[src/hdl/u8d_pkg.sv]
// shared types and constants for the lenient utf-8 decoder
// no dependencies; imported by u8d_decode, u8d_burst and utf8_lenient_decoder_unit

package u8d_pkg;

   localparam int unsigned BurstDepth = 4;

   // byte tags
   localparam logic [1:0] CONT_TAG  = 2'b10;
   localparam logic [2:0] LEAD2_TAG = 3'b110;
   localparam logic [3:0] LEAD3_TAG = 4'b1110;
   localparam logic [4:0] LEAD4_TAG = 5'b11110;

   // continuation bytes needed in total by the open sequence
   localparam logic [1:0] NEED_NONE  = 2'd0;
   localparam logic [1:0] NEED_ONE   = 2'd1;
   localparam logic [1:0] NEED_TWO   = 2'd2;
   localparam logic [1:0] NEED_THREE = 2'd3;

   typedef logic [20:0] cp_type;

   typedef struct packed {
      logic [7:0]      lead;
      logic [1:0][7:0] cont;
      logic [1:0]      needed;
      logic [1:0]      have;
   } seq_type;

   // results caused by one item, in order from slot 0
   typedef struct packed {
      logic [BurstDepth-1:0][20:0] cp;
      logic [BurstDepth-1:0]       eot;
      logic [2:0]                  count;
   } burst_type;

endpackage

[src/hdl/u8d_decode.sv]
// decode logic: one byte plus the open-sequence state gives the burst of results
// and the next sequence state; depends on u8d_pkg

module u8d_decode (
   input  logic [7:0]         byte_in,
   input  u8d_pkg::seq_type   seq_cur,
   output u8d_pkg::seq_type   seq_nxt,
   output u8d_pkg::burst_type burst
);
   import u8d_pkg::*;

   logic                        open;
   logic                        is_cont;
   logic [2:0]                  have_ext;
   logic [2:0]                  need_ext;
   logic [2:0]                  flush;
   logic                        fresh_emit;
   logic                        fresh_eot;
   logic                        fresh_lead;
   logic [1:0]                  fresh_need;
   cp_type                      acc;
   logic [BurstDepth-1:0][20:0] flush_cp;

   assign open     = seq_cur.needed != NEED_NONE;
   assign is_cont  = byte_in[7:6] == CONT_TAG;
   assign have_ext = {1'b0, seq_cur.have};
   assign need_ext = {1'b0, seq_cur.needed};

   // raw bytes of a broken sequence, arrival order
   assign flush_cp[0] = {13'b0, seq_cur.lead};
   assign flush_cp[1] = {13'b0, seq_cur.cont[0]};
   assign flush_cp[2] = {13'b0, seq_cur.cont[1]};
   assign flush_cp[3] = '0;

   always_comb begin
      unique case (seq_cur.needed)
         NEED_ONE:   acc = {10'b0, seq_cur.lead[4:0], byte_in[5:0]};
         NEED_TWO:   acc = {5'b0, seq_cur.lead[3:0], seq_cur.cont[0][5:0], byte_in[5:0]};
         NEED_THREE: acc = {seq_cur.lead[2:0], seq_cur.cont[0][5:0],
                            seq_cur.cont[1][5:0], byte_in[5:0]};
         default:    acc = '0;
      endcase
   end

   // how the byte is handled as a fresh byte
   always_comb begin
      fresh_emit = 1'b1;
      fresh_eot  = 1'b0;
      fresh_lead = 1'b0;
      fresh_need = NEED_NONE;
      if (byte_in == 8'd0) begin
         fresh_eot = 1'b1;
      end else if (byte_in[7:5] == LEAD2_TAG) begin
         fresh_emit = 1'b0;
         fresh_lead = 1'b1;
         fresh_need = NEED_ONE;
      end else if (byte_in[7:4] == LEAD3_TAG) begin
         fresh_emit = 1'b0;
         fresh_lead = 1'b1;
         fresh_need = NEED_TWO;
      end else if (byte_in[7:3] == LEAD4_TAG) begin
         fresh_emit = 1'b0;
         fresh_lead = 1'b1;
         fresh_need = NEED_THREE;
      end
   end

   assign flush = open ? (3'd1 + have_ext) : 3'd0;

   always_comb begin
      burst   = '0;
      seq_nxt = seq_cur;
      if (open && is_cont) begin
         if (have_ext + 3'd1 >= need_ext) begin
            burst.count = 3'd1;
            burst.cp[0] = acc;
            seq_nxt     = '0;
         end else begin
            seq_nxt.cont[seq_cur.have[0]] = byte_in;
            seq_nxt.have                  = seq_cur.have + 2'd1;
         end
      end else begin
         seq_nxt = '0;
         if (fresh_lead) begin
            seq_nxt.lead   = byte_in;
            seq_nxt.needed = fresh_need;
         end
         for (int j = 0; j < BurstDepth; j++) begin
            if (3'(j) < flush) begin
               burst.cp[j] = flush_cp[j];
            end else if (3'(j) == flush && fresh_emit) begin
               // a zero byte reports code point 0
               burst.cp[j]  = fresh_eot ? '0 : {13'b0, byte_in};
               burst.eot[j] = fresh_eot;
            end
         end
         burst.count = flush + {2'b0, fresh_emit};
      end
   end

endmodule

[src/hdl/u8d_burst.sv]
// result buffer: holds the results of one item and hands them out one per cycle
// through the output register while rsp_stall is low; depends on u8d_pkg

module u8d_burst (
   input  logic               clock,
   input  logic               reset,
   input  logic               load,
   input  u8d_pkg::burst_type burst,
   output logic               can_take,
   output logic               rsp_valid,
   input  logic               rsp_stall,
   output u8d_pkg::cp_type    rsp_code_point,
   output logic               rsp_end_of_text,
   output logic               rsp_is_last
);
   import u8d_pkg::*;

   burst_type buf_ff, buf_in;
   logic      valid_ff, valid_in;
   cp_type    cp_ff;
   logic      eot_ff;
   logic      last_ff;
   logic      out_load;

   assign out_load = (buf_ff.count != 3'd0) && (!valid_ff || !rsp_stall);
   assign can_take = (buf_ff.count == 3'd0) || ((buf_ff.count == 3'd1) && out_load);

   always_comb begin
      buf_in   = buf_ff;
      valid_in = valid_ff;
      if (out_load) begin
         // shift the remaining results down one slot
         for (int j = 0; j < BurstDepth - 1; j++) begin
            buf_in.cp[j]  = buf_ff.cp[j+1];
            buf_in.eot[j] = buf_ff.eot[j+1];
         end
         buf_in.cp[BurstDepth-1]  = '0;
         buf_in.eot[BurstDepth-1] = 1'b0;
         buf_in.count             = buf_ff.count - 3'd1;
         valid_in                 = 1'b1;
      end else if (!rsp_stall) begin
         valid_in = 1'b0;
      end
      if (load) begin
         buf_in = burst;
      end
   end

   always_ff @(posedge clock) begin
      if (reset) begin
         buf_ff.count <= 3'd0;
         valid_ff     <= 1'b0;
      end else begin
         buf_ff.count <= buf_in.count;
         valid_ff     <= valid_in;
      end
      buf_ff.cp  <= buf_in.cp;
      buf_ff.eot <= buf_in.eot;
   end

   always_ff @(posedge clock) begin
      if (out_load) begin
         cp_ff   <= buf_ff.cp[0];
         eot_ff  <= buf_ff.eot[0];
         last_ff <= buf_ff.count == 3'd1;
      end
   end

   assign rsp_valid       = valid_ff;
   assign rsp_code_point  = cp_ff;
   assign rsp_end_of_text = eot_ff;
   assign rsp_is_last     = last_ff;

endmodule

[src/hdl/utf8_lenient_decoder_unit.sv]
// lenient utf-8 decoder, top level: sequence state registers, decode logic and
// result buffer; depends on u8d_pkg, u8d_decode and u8d_burst
//
// req channel: one text byte per item (req_byte_in), zero ends the text.
// rsp channel: one code point per item with end_of_text and is_last flags;
//    is_last marks the final result caused by one input byte.
// a byte gives zero to four results: a lead or a pending continuation gives
//    none, a broken sequence flushes its held bytes raw before the new byte.
// a result passes through the buffer register, loaded at the accepting edge, and then
//    the output register; further results of the same byte follow one per cycle
//    while rsp_stall is low.
// throughput: one byte per cycle while each byte gives at most one result and the
//    receiver does not stall; a byte with more results holds req_stall high while the
//    single output register drains the result buffer.
// a stalled receiver holds the output register; the buffer behind it keeps the
//    pending results and req_stall rises once the buffer cannot be refilled.
// reset closes any open sequence and empties the buffer and output register.

module utf8_lenient_decoder_unit (
   input  logic                   clock,
   input  logic                   reset,
   input  logic                   req_valid,
   output logic                   req_stall,
   input  logic [7:0]             req_byte_in,
   output logic                   rsp_valid,
   input  logic                   rsp_stall,
   output logic [20:0]            rsp_code_point,
   output logic                   rsp_end_of_text,
   output logic                   rsp_is_last
);
   import u8d_pkg::*;

   seq_type   seq_ff, seq_in;
   burst_type burst;
   logic      can_take;
   logic      accept;

   assign req_stall = !can_take;
   assign accept    = req_valid && can_take;

   u8d_decode u_decode (
      .byte_in (req_byte_in),
      .seq_cur (seq_ff),
      .seq_nxt (seq_in),
      .burst   (burst)
   );

   u8d_burst u_burst (
      .clock           (clock),
      .reset           (reset),
      .load            (accept),
      .burst           (burst),
      .can_take        (can_take),
      .rsp_valid       (rsp_valid),
      .rsp_stall       (rsp_stall),
      .rsp_code_point  (rsp_code_point),
      .rsp_end_of_text (rsp_end_of_text),
      .rsp_is_last     (rsp_is_last)
   );

   always_ff @(posedge clock) begin
      if (reset) begin
         seq_ff.needed <= NEED_NONE;
         seq_ff.have   <= 2'd0;
      end else if (accept) begin
         seq_ff.needed <= seq_in.needed;
         seq_ff.have   <= seq_in.have;
      end
      if (accept) begin
         seq_ff.lead <= seq_in.lead;
         seq_ff.cont <= seq_in.cont;
      end
   end

   // an open sequence always lacks at least one continuation
   a_have_below_need: assert property (@(posedge clock) disable iff (reset)
      seq_ff.needed != NEED_NONE |-> seq_ff.have < seq_ff.needed)
      else $error("held continuation count reached needed count");

   // end result is the last result of its byte and carries code point 0
   a_end_is_last: assert property (@(posedge clock) disable iff (reset)
      rsp_valid && rsp_end_of_text |-> rsp_is_last && rsp_code_point == 21'd0)
      else $error("end of text result malformed");

   // results of one byte follow without a gap
   a_burst_no_gap: assert property (@(posedge clock) disable iff (reset)
      rsp_valid && !rsp_stall && !rsp_is_last |=> rsp_valid)
      else $error("gap inside the results of one item");

   // no new byte while the output is stalled and results of its byte are still queued behind it
   a_no_overrun: assert property (@(posedge clock) disable iff (reset)
      rsp_valid && !rsp_is_last && rsp_stall |-> req_stall)
      else $error("byte accepted while results still pending");

endmodule
[config.mk]
export PLATFORM = sky130hd
export DESIGN_NAME = utf8_lenient_decoder_unit
export DESIGN_NICKNAME = d
export VERILOG_FILES = /design/src/hdl/u8d_pkg.sv /design/src/hdl/u8d_decode.sv /design/src/hdl/u8d_burst.sv /design/src/hdl/utf8_lenient_decoder_unit.sv
export SDC_FILE = /design/constraint.sdc
export NUM_CORES = 1
export LEC_CHECK = 0
export BUFFER_PORTS_ARGS = -buffer_cell sky130_fd_sc_hd__buf_2
export CORE_AREA = 2 2 93 95
export DETAILED_ROUTE_END_ITERATION = 12
export DIE_AREA = 0 0 95 97
export GPL_TIMING_DRIVEN = 0
export PLACE_DENSITY = 0.79
export REMOVE_ABC_BUFFERS = 1
export SLEW_MARGIN = 15
export SYNTH_ARGS = -nofsm -noshare
export SYNTH_HDL_FRONTEND = slang
export SYNTH_SLANG_ARGS = --single-unit
[constraint.sdc]
create_clock -name clock -period 3.48 [get_ports clock]
set_input_delay 0.174 -clock clock [delete_from_list [all_inputs] [get_ports clock]]
set_output_delay 0.174 -clock clock [all_outputs]
set_load 0.005 [all_outputs]
==> results of run 1 <==
[critical path, delay by kind of cell (launching register included)]
kind,cells,cell delay [ns]
AO/OA/AOI/OAI,3,1.04
buffers and inverters,3,0.70
flip-flops,1,0.33
adder cells (fa/ha/maj),1,0.17
AND/OR/NAND/NOR,1,0.64
[power groups by stage]
stage	Combinational [mW]	Clock, mW	Sequential (mW)
after detailed placement	0.997	0	2.31
after global placement	0.895	0	2.28
after CTS	1.00	0.754	2.28
after floorplan	0.562	0	2.27
final	1.00	0.750	2.27
after global routing	1.12	0.796	2.33
[per-layer routing]
layer  share of wire [%]  vias to the layer above
met5                   0                        -
met4                 2.2                        0
met3                 8.3                       17
met2                  47                      146
met1                  43                     1516
li1                    -                     1487
[area by class of cell]
cell class / count / area share (%)
Sequential cell: 104 / 57.8
Clock inverter: 7 / 1.40
Clock buffer: 9 / 2.35
Timing Repair Buffer: 38 / 4.01
Tap cell: 105 / 2.49
Multi-Input combinational cell: 240 / 31.0
Inverter: 13 / 0.926
[sequential cells by signal, summed over array words and instances, names as in the netlist]
register                 flops
u_burst.buf_ff              52
seq_ff                      28
u_burst.rsp_code_point      21
u_burst.rsp_end_of_text      1
u_burst.rsp_is_last          1
u_burst.rsp_valid            1
[how the worst max path moves through the flow]
stage / start / to / slack [ns] / depth (start not counted)
3_5_place_dp: u_burst.buf_ff[1] / u_burst.buf_ff[3] / 0.37 / 8
2_1_floorplan: u_burst.buf_ff[1] / u_burst.buf_ff[10] / 0.57 / 7
3_3_place_gp: u_burst.buf_ff[1] / u_burst.buf_ff[11] / -0.60 / 7
5_1_grt: u_burst.buf_ff[1] / u_burst.buf_ff[3] / 0.05 / 8
4_1_cts: u_burst.buf_ff[1] / u_burst.buf_ff[3] / 0.35 / 8
6_report: u_burst.buf_ff[1] / u_burst.buf_ff[3] / 0.36 / 8
[cell families (layout without fill, tap and decap cells)]
logic type	Yosys count	count (layout)
and+or+nand+nor	117	117
AOI/OAI and AO/OA	87	87
adders and majority gates	8	8
muxes	27	27
DFF	104	104
buffers and inverters	40	67
xor gates and xnor gates	1	1
[placed cells by master, fill, tap and decap left out, types with 3 or more instances in the layout]
cell / synthesis / routed
o21ai_1: 9 / 9
o221ai_1: 6 / 6
nand2_1: 30 / 30
and3_1: 10 / 10
a22o_1: 4 / 4
ha_1: 7 / 7
inv_8: 0 / 3
nor2_1: 31 / 31
nand3_1: 6 / 6
o21ai_0: 13 / 13
a21oi_1: 12 / 11
dfxtp_1: 8 / 7
nor2b_1: 7 / 7
a22oi_1: 25 / 25
nand2b_1: 3 / 3
and2_1: 13 / 13
mux2i_1: 22 / 22
clkbuf_8: 0 / 9
buf_2: 10 / 36
edfxtp_1: 96 / 96
nor4_1: 4 / 4
nand4_1: 3 / 3
mux2_2: 5 / 4
inv_1: 12 / 12
==> results.sh, run 1 <==
export IMPL_status="completed"
export IMPL_max_freq_ghz=0.320
export IMPL_p_comb_share_pct=24.8
export IMPL_syn_avg_cell_area_sq_um=12.6
export IMPL_cts_buffer_depth=2
export IMPL_multiInputGateArea_sq_um=1640
export IMPL_grt_antenna_before_repair=0
export IMPL_worst_pin_slew_ns=1.02
export IMPL_rsz0062_at_grt="no"
export IMPL_grt_use_met2_pct=33.9
export IMPL_finalSetupViolations=0
export IMPL_switching_share_pct=32.8
export IMPL_end_kind="flip-flop"
export IMPL_cts_tree="done"
export IMPL_drcViolationCount=0
export IMPL_setup_tns_ns=0
export IMPL_core_area_sq_um=8130
export IMPL_grt_max_degree=54
export IMPL_seq_area_sq_um=3040
export IMPL_worstSetupPathType="reg -> reg"
export IMPL_row_count=33
export IMPL_ys_flop_type="edfxtp_1"
export IMPL_clockRootBuffer="clkbuf_8"
export IMPL_initial_core_util_pct=59.6
export IMPL_drv_cap=0
export IMPL_grt_pass1_vias=3078
export IMPL_drt_vias_per_instance=6.14
export IMPL_ys_seq_elements=104
export IMPL_synthSimpleGateAreaFrac_pct=12.3
export IMPL_start_kind="flip-flop"
export IMPL_synth_area_sq_um=4850
export IMPL_fin_crit_ns=3.12
export IMPL_clock_skew_ns=0.0155
export IMPL_clock_sinks=104
export IMPL_instances_no_fill=516
export IMPL_yosysTopAreaCell="edfxtp_1"
export IMPL_wire_per_inst_microns=19.0
export IMPL_postCtsSetupBuffers=0
export IMPL_ant_nets=0
export IMPL_busiest_layer="met2"
export IMPL_synth_compound_area_share_pct=13.0
export IMPL_r2r_start="u_burst.buf_ff[1]"
export IMPL_hold_path_depth=2
export IMPL_crit_arrival_ns=3.29
export IMPL_finalPower_mw=4.02
export IMPL_io_pins=37
export IMPL_first_pass_iters=5
export IMPL_crit_slowest_cell="nand2_1"
export IMPL_critPathMaxFanout=30
export IMPL_dpl_hpwl_microns=6120
export IMPL_ys_warn_count=0
export IMPL_p_int_mw=2.70
export IMPL_die_h_microns=97
export IMPL_pwr_share_seq_pct=56.5
export IMPL_hp_start="reset"
export IMPL_reg2regPathDepth=8
export IMPL_dp_cells=500
export IMPL_clk_pin_slew_ns=0.11
export IMPL_numCtsBuffers=9
export IMPL_slew_limit_headroom_pct=31.7
export IMPL_use_met3_pct=5.76
export IMPL_gp_congestion=0.865
export IMPL_power_switching_mw=1.32
export IMPL_synth_top_family_by_area="compound AO/OA/AOI/OAI gates"
export IMPL_drt_wl_total_microns=9810
export IMPL_cellPowerDensity_nw_per_um2=764
export IMPL_synth_area_leaders="edfxtp_1 59%, mux2i_1 4.5%, a22oi_1 3.9%"
export IMPL_holdWs_ns=0.0671
export IMPL_n_fill_cell=617
export IMPL_hold_class="in -> reg"
export IMPL_gr_usage_met1_pct=31.9
export IMPL_slew_violations=0
export IMPL_area_growth_pct=8.64
export IMPL_synthMuxAreaShare_pct=5.70
export IMPL_worst_ep_required_time_ns=3.65
export IMPL_final_nets=426
export IMPL_clk_latency_ns=0.38
export IMPL_synth_cell_types=54
export IMPL_htreeDepth=3
export IMPL_p_leak_nw=1.90
export IMPL_r2r_setup_slack_ns=0.36
export IMPL_hold_viol=0
export IMPL_synth_xor_area_share_pct=0.181
export IMPL_synth_edf_count=96
export IMPL_synth_top_area_share_pct=59.4
export IMPL_via_count=3166
export IMPL_globalRouteOverflowTotal=0
export IMPL_async_flop_share_pct=0
export IMPL_final_util_pct=64.8
export IMPL_grt_pass1_wl_microns=15900
export IMPL_pwr_share_clk_pct=18.6
export IMPL_synth_seq_area_share_pct=62.7
export IMPL_final_area_sq_um=5270
export IMPL_portBuffers=36
export IMPL_min_delay_worst_endpoint="seq_ff[1]"
export IMPL_die_area_sq_um=9220
export IMPL_synth_most_common_cell="edfxtp_1"
export IMPL_critical_path_max_stage_delay_ns=0.64
export IMPL_period_share_pct=89.8
export IMPL_n_antenna_cell=0
export IMPL_synth_fa_ha_area_share_pct=2.22
export IMPL_worst_slack_ns=0.355
export IMPL_worstReg2RegEnd="u_burst.buf_ff[3]"
export IMPL_ir_worst_vdd_uv=368
export IMPL_holdBufCountCts=0
export IMPL_placed_area_sq_um=5070
export IMPL_pre_cts_slack_ns=0.372
export IMPL_drt_initial_drc_count=271
export IMPL_drive_gt1_share_pct=17.0
export IMPL_grt_usage_pct=22.6
export IMPL_synth_top_cells_by_count="96 x edfxtp_1, 31 x nor2_1, 30 x nand2_1"
export IMPL_path_cells="inv_1, ha_1, a21boi_0, o21ai_4, buf_12, inv_2, nand2_1, o31ai_1"
export IMPL_netlist_instances=384
export IMPL_die_w_microns=95
export IMPL_cts_resized=0
(Power assumes the default switching activity.)
==> inputs of run 2 (changes only) <==
--- a/config.mk
+++ b/config.mk
@@ -6,13 +6,14 @@
 export NUM_CORES = 1
 export LEC_CHECK = 0
 export BUFFER_PORTS_ARGS = -buffer_cell sky130_fd_sc_hd__buf_2
-export CORE_AREA = 2 2 93 95
+export CORE_AREA = 2 2 112 114
 export DETAILED_ROUTE_END_ITERATION = 12
-export DIE_AREA = 0 0 95 97
+export DIE_AREA = 0 0 114 116
 export GPL_TIMING_DRIVEN = 0
-export PLACE_DENSITY = 0.79
+export PLACE_DENSITY = 0.77
 export REMOVE_ABC_BUFFERS = 1
 export SLEW_MARGIN = 15
 export SYNTH_ARGS = -nofsm -noshare
 export SYNTH_HDL_FRONTEND = slang
+export SYNTH_HIERARCHICAL = 1
 export SYNTH_SLANG_ARGS = --single-unit
==> results.sh, run 2 <==
export IMPL_max_freq_ghz=0.310
export IMPL_clock_skew_ns=0.00888
export IMPL_hp_start="reset"
export IMPL_dpl_hpwl_microns=7590
export IMPL_wl_met1_microns=5560
export IMPL_wire_per_inst_microns=18.8
export IMPL_holdWs_ns=0.0564
export IMPL_synth_most_common_cell="edfxtp_1"
export IMPL_synth_cell_types=55
export IMPL_postCtsSetupBuffers=0
export IMPL_largest_register="u_burst/buf_ff"
export IMPL_globalRouteOverflowTotal=0
export IMPL_io_pins=37
export IMPL_yosysTopAreaCell="edfxtp_1"
export IMPL_grt_usage_pct=20.9
export IMPL_wl_met3_microns=1070
export IMPL_die_w_microns=114
export IMPL_async_flop_share_pct=0
export IMPL_drv_cap=0
export IMPL_r2r_start="u_burst/buf_ff[0]"
export IMPL_clock_sinks=143
export IMPL_drt_initial_drc_count=412
export IMPL_area_growth_pct=9.51
export IMPL_via_count=4153
export IMPL_worstSetupPathType="reg -> reg"
export IMPL_final_util_pct=64.9
export IMPL_finalPower_mw=6.96
export IMPL_crit_start="u_burst/buf_ff[0]"
export IMPL_synth_area_leaders="edfxtp_1 57%, mux2_2 11%, buf_4 4.6%"
export IMPL_start_kind="flip-flop"
export IMPL_grt_max_degree=65
export IMPL_portBuffers=36
export IMPL_fin_crit_ns=3.23
export IMPL_worst_ep_required_time_ns=3.58
export IMPL_clk_pin_slew_ns=0.06
export IMPL_finalSetupViolations=0
export IMPL_syn_avg_cell_area_sq_um=13.6
export IMPL_drcViolationCount=0
export IMPL_die_h_microns=116
export IMPL_ant_nets=0
export IMPL_numCtsBuffers=17
export IMPL_worst_slack_ns=0.250
export IMPL_largest_reg_flops=91
export IMPL_synth_top_cells_by_count="135 x edfxtp_1, 66 x mux2_2, 45 x nor2_1"
export IMPL_cts_buffer_depth=2
export IMPL_grt_pass1_wl_microns=20700
export IMPL_ir_worst_vdd_uv=594
export IMPL_slew_limit_headroom_pct=28.2
export IMPL_final_nets=566
export IMPL_synth_seq_area_share_pct=59.7
export IMPL_final_area_sq_um=7730
export IMPL_ys_seq_elements=143
export IMPL_clockRootBuffer="clkbuf_16"
export IMPL_status="completed"
export IMPL_ys_flop_type="edfxtp_1"
export IMPL_cts_resized=0
export IMPL_initial_core_util_pct=59.3
export IMPL_htreeDepth=4
export IMPL_row_count=40
export IMPL_hold_viol=0
export IMPL_final_common_cell="edfxtp_1"
export IMPL_worst_pin_slew_ns=1.08
export IMPL_end_kind="flip-flop"
export IMPL_clk_latency_ns=0.42
export IMPL_mostFrequentLayoutCells="135 x edfxtp_1, 66 x mux2_2, 44 x nor2_1"
export IMPL_wl_met2_microns=6320
export IMPL_critPathMaxFanout=65
export IMPL_first_pass_iters=6
export IMPL_netlist_instances=520
export IMPL_drt_wl_total_microns=13300
export IMPL_synth_top_area_share_pct=57.4
export IMPL_grt_pass1_vias=4014
export IMPL_rsz0062_at_grt="no"
export IMPL_synth_area_sq_um=7060
export IMPL_ys_warn_count=6
export IMPL_hold_class="in -> reg"
export IMPL_slew_violations=0
export IMPL_drive_gt1_share_pct=26.6
export IMPL_cts_tree="done"
export IMPL_crit_arrival_ns=3.33
export IMPL_gp_congestion=0.884
export IMPL_core_area_sq_um=11900
export IMPL_pre_cts_slack_ns=-0.0950
export IMPL_n_antenna_cell=0
export IMPL_period_share_pct=92.8
export IMPL_synth_edf_count=135
export IMPL_grt_antenna_before_repair=0
export IMPL_drt_vias_per_instance=5.87
export IMPL_placed_area_sq_um=7160
export IMPL_die_area_sq_um=13200
export IMPL_p_leak_nw=2.94
export IMPL_cellPowerDensity_nw_per_um2=901
export IMPL_holdBufCountCts=0
export IMPL_top_layer_used="met4"
-- run 2: changes by cell type after synthesis, moves of 8 or more --
cell	change
edfxtp_1	+39
nand2_1	-21
mux2_2	+61
buf_4	+41
and2_1	+17
nor2_1	+14
a22o_1	+15
o21ai_0	-11
a22oi_1	-17
o21ai_1	-9
nor3_1	+8
-- run 2: worst max-delay path, stage by stage, from the launching register on --
cell,delay (ns)
dfxtp_1,0.33
inv_1,0.10
ha_1,0.22
a21oi_1,0.06
nor2_1,0.53
and2_4,0.56
buf_16,0.32
or2_4,0.40
buf_16,0.28
-- run 2: final timing paths --
kind	end	slack [ns]	depth (start not counted)
max reg2reg	u_burst/buf_ff[13]	0.25	8
min	seq_ff[3]	0.06	2
max	u_burst/buf_ff[13]	0.25	8
min reg2reg	u_burst/rsp_code_point[15]	0.42	0
-- run 2: routing by layer --
layer	track usage, %	vias to the layer above
li1	-	1910
met1	28.1	2010
met2	31.4	199
met3	5.60	34
met4	11.4	0
met5	0	-
-- run 2: where the power goes --
group,switching (mW),leakage (nW),internal [mW]
clock,0.684,0.277,1.05
combinational,1.08,1.23,0.780
sequential,0.248,1.43,3.12
total,2.02,2.94,4.95
-- run 2: cell families (layout without fill, tap and decap cells) --
kind of cell	after synthesis	after routing	share of synthesized area (%)
other	1	39	0.0531
XOR/XNOR	1	1	0.124
multiplexers	89	89	13.8
AND/OR/NAND/NOR	131	133	10.2
flip-flops	143	143	59.7
AO/OA/AOI/OAI	68	68	7.55
adder cells (fa/ha/maj)	7	7	1.35
buffers and inverters	80	80	7.21
-- run 2: through the flow --
stage	setup TNS (ns)	std cells
2_1_floorplan	-57.21	488
3_3_place_gp	-177.11	671
3_5_place_dp	-4.41	673
4_1_cts	0	706
5_1_grt	0	707
6_report	0	707
-- run 2: cell type report --
| type | count | area (sq um) |
|---|---|---|
| multi-input cells | 337 | 2510 |
| flip-flops and latches | 143 | 4220 |
| clock inverters | 12 | 119 |
| clock buffers | 20 | 437 |
| fillers | 908 | 4180 |
| inverters | 10 | 37.5 |
| repair buffers | 38 | 235 |
| well taps | 147 | 184 |
-- run 2: repair_timing --
item | 4_1_cts | 5_1_grt
pin swaps | 1 | 0
gates cloned | 1 | 1
setup endpoints to repair | 49 | 49
endpoints found under the hold margin | 0 | 0
==> inputs of run 3 (changes only) <==
--- a/config.mk
+++ b/config.mk
@@ -12,6 +12,7 @@
 export GPL_TIMING_DRIVEN = 0
 export PLACE_DENSITY = 0.77
 export REMOVE_ABC_BUFFERS = 1
+export SETUP_SLACK_MARGIN = 0.4
 export SLEW_MARGIN = 15
 export SYNTH_ARGS = -nofsm -noshare
 export SYNTH_HDL_FRONTEND = slang
==> results.sh, run 3 (synthesized netlist as in run 2, its figures left out) <==
export IMPL_hold_class="in -> reg"
export IMPL_die_h_microns=116
export IMPL_max_freq_ghz=0.342
export IMPL_final_util_pct=65.1
export IMPL_finalSetupViolations=0
export IMPL_drt_vias_per_instance=5.89
export IMPL_start_kind="flip-flop"
export IMPL_mostFrequentLayoutCells="135 x edfxtp_1, 66 x mux2_2, 43 x nor2_1"
export IMPL_ir_worst_vdd_uv=589
export IMPL_initial_core_util_pct=59.3
export IMPL_cts_tree="done"
export IMPL_status="completed"
export IMPL_row_count=40
export IMPL_worst_pin_slew_ns=1.07
export IMPL_slew_limit_headroom_pct=28.1
export IMPL_postCtsSetupBuffers=0
export IMPL_largest_reg_flops=91
export IMPL_via_count=4169
export IMPL_critPathMaxFanout=8
export IMPL_htreeDepth=4
export IMPL_numCtsBuffers=17
export IMPL_grt_antenna_before_repair=0
export IMPL_clockRootBuffer="clkbuf_16"
export IMPL_die_w_microns=114
export IMPL_drv_cap=0
export IMPL_globalRouteOverflowTotal=0
export IMPL_pre_cts_slack_ns=-0.0950
export IMPL_grt_usage_pct=21.2
export IMPL_p_leak_nw=2.95
export IMPL_critPathTopFamily="adder cells"
export IMPL_largest_register="u_burst/buf_ff"
export IMPL_instances_no_fill=708
export IMPL_core_area_sq_um=11900
export IMPL_worstSetupPathType="reg -> reg"
export IMPL_dp_cells=673
export IMPL_grt_pass1_vias=4043
export IMPL_worst_slack_ns=0.557
export IMPL_drcViolationCount=0
export IMPL_clk_pin_slew_ns=0.06
export IMPL_drive_gt1_share_pct=27.1
export IMPL_clock_skew_ns=0.00944
export IMPL_fin_crit_ns=2.92
export IMPL_final_common_cell="edfxtp_1"
export IMPL_crit_arrival_ns=3.09
export IMPL_slew_violations=0
export IMPL_grt_max_degree=66
export IMPL_wire_per_inst_microns=18.9
export IMPL_cp_num_buf_inv=1
export IMPL_grt_pass1_wl_microns=20800
export IMPL_final_nets=567
export IMPL_finalPower_mw=6.99
export IMPL_n_antenna_cell=0
export IMPL_portBuffers=36
export IMPL_ant_nets=0
export IMPL_critical_path_max_stage_delay_ns=0.55
export IMPL_clk_latency_ns=0.42
export IMPL_die_area_sq_um=13200
export IMPL_cellPowerDensity_nw_per_um2=902
export IMPL_cts_buffer_depth=2
export IMPL_first_pass_iters=4
export IMPL_hold_viol=0
export IMPL_drt_initial_drc_count=414
export IMPL_period_share_pct=84.0
export IMPL_dpl_hpwl_microns=7590
export IMPL_end_kind="flip-flop"
export IMPL_holdWs_ns=0.0569
export IMPL_io_pins=37
export IMPL_worst_ep_required_time_ns=3.64
export IMPL_holdBufCountCts=0
export IMPL_clock_sinks=143
export IMPL_gp_congestion=0.884
export IMPL_area_growth_pct=9.74
export IMPL_drt_wl_total_microns=13400
export IMPL_rsz0062_at_grt="no"
export IMPL_path_cells="clkinv_1, fa_1, a31oi_2, nand2b_1, o221ai_1, mux2_2"
export IMPL_crit_slowest_cell="fa_1"
==> run 3: cell types whose count changed in the layout (fill, tap and decap cells not counted), sizes merged <==
cell  before  now
and2      32   33
==> run 3: layout make-up <==
cell class | instances | area [sq um]
fill | 908 | 4160
tap | 147 | 184
clock buffer | 20 | 437
multi-input combinational | 338 | 2520
clock inverter | 12 | 119
inverter | 10 | 37.5
sequential | 143 | 4220
timing repair buffer | 38 | 235
==> run 3: path summary, 6_finish.rpt <==
path	cells past startpoint	start	endpoint	slack, ns
max reg2reg	6	seq_ff[3]	u_burst/buf_ff[14]	0.56
max	6	seq_ff[3]	u_burst/buf_ff[14]	0.56
min	2	reset	seq_ff[3]	0.06
min reg2reg	0	u_burst/buf_ff[22]	u_burst/rsp_code_point[15]	0.42
==> run 3: per-layer routing <==
metal | GRT usage, % | routed length (microns) | share of wire, % | vias to the layer above
li1 | - | - | - | 1914
met1 | 28.5 | 5740 | 43 | 2034
met2 | 31.6 | 6300 | 47 | 182
met3 | 5.60 | 941 | 7.0 | 39
met4 | 11.8 | 406 | 3.0 | 0
met5 | 0 | 0 | 0 | -
==> run 3: through the flow <==
stage,setup TNS [ns],cell area (sq um)
final,0,7750
after detailed placement,-4.41,7160
after global placement,-177.11,7100
after CTS,0,7740
after global routing,0,7750
after floorplan,-57.21,6730
==> run 3: what timing repair did <==
| action | in CTS | in global routing |
|---|---|---|
| cloned | 2 | 1 |
| endpoints found under the setup margin | 89 | 49 |
| resized for setup | 2 | 1 |
| pin swaps | 1 | 1 |
==> run 3: power breakdown <==
| part | total (mW) | leakage [nW] | internal (mW) | switching (mW) |
|---|---|---|---|---|
| clock network | 1.73 | 0.277 | 1.05 | 0.680 |
| logic | 1.89 | 1.24 | 0.789 | 1.10 |
| registers | 3.38 | 1.43 | 3.12 | 0.252 |
| total | 6.99 | 2.95 | 4.96 | 2.03 |
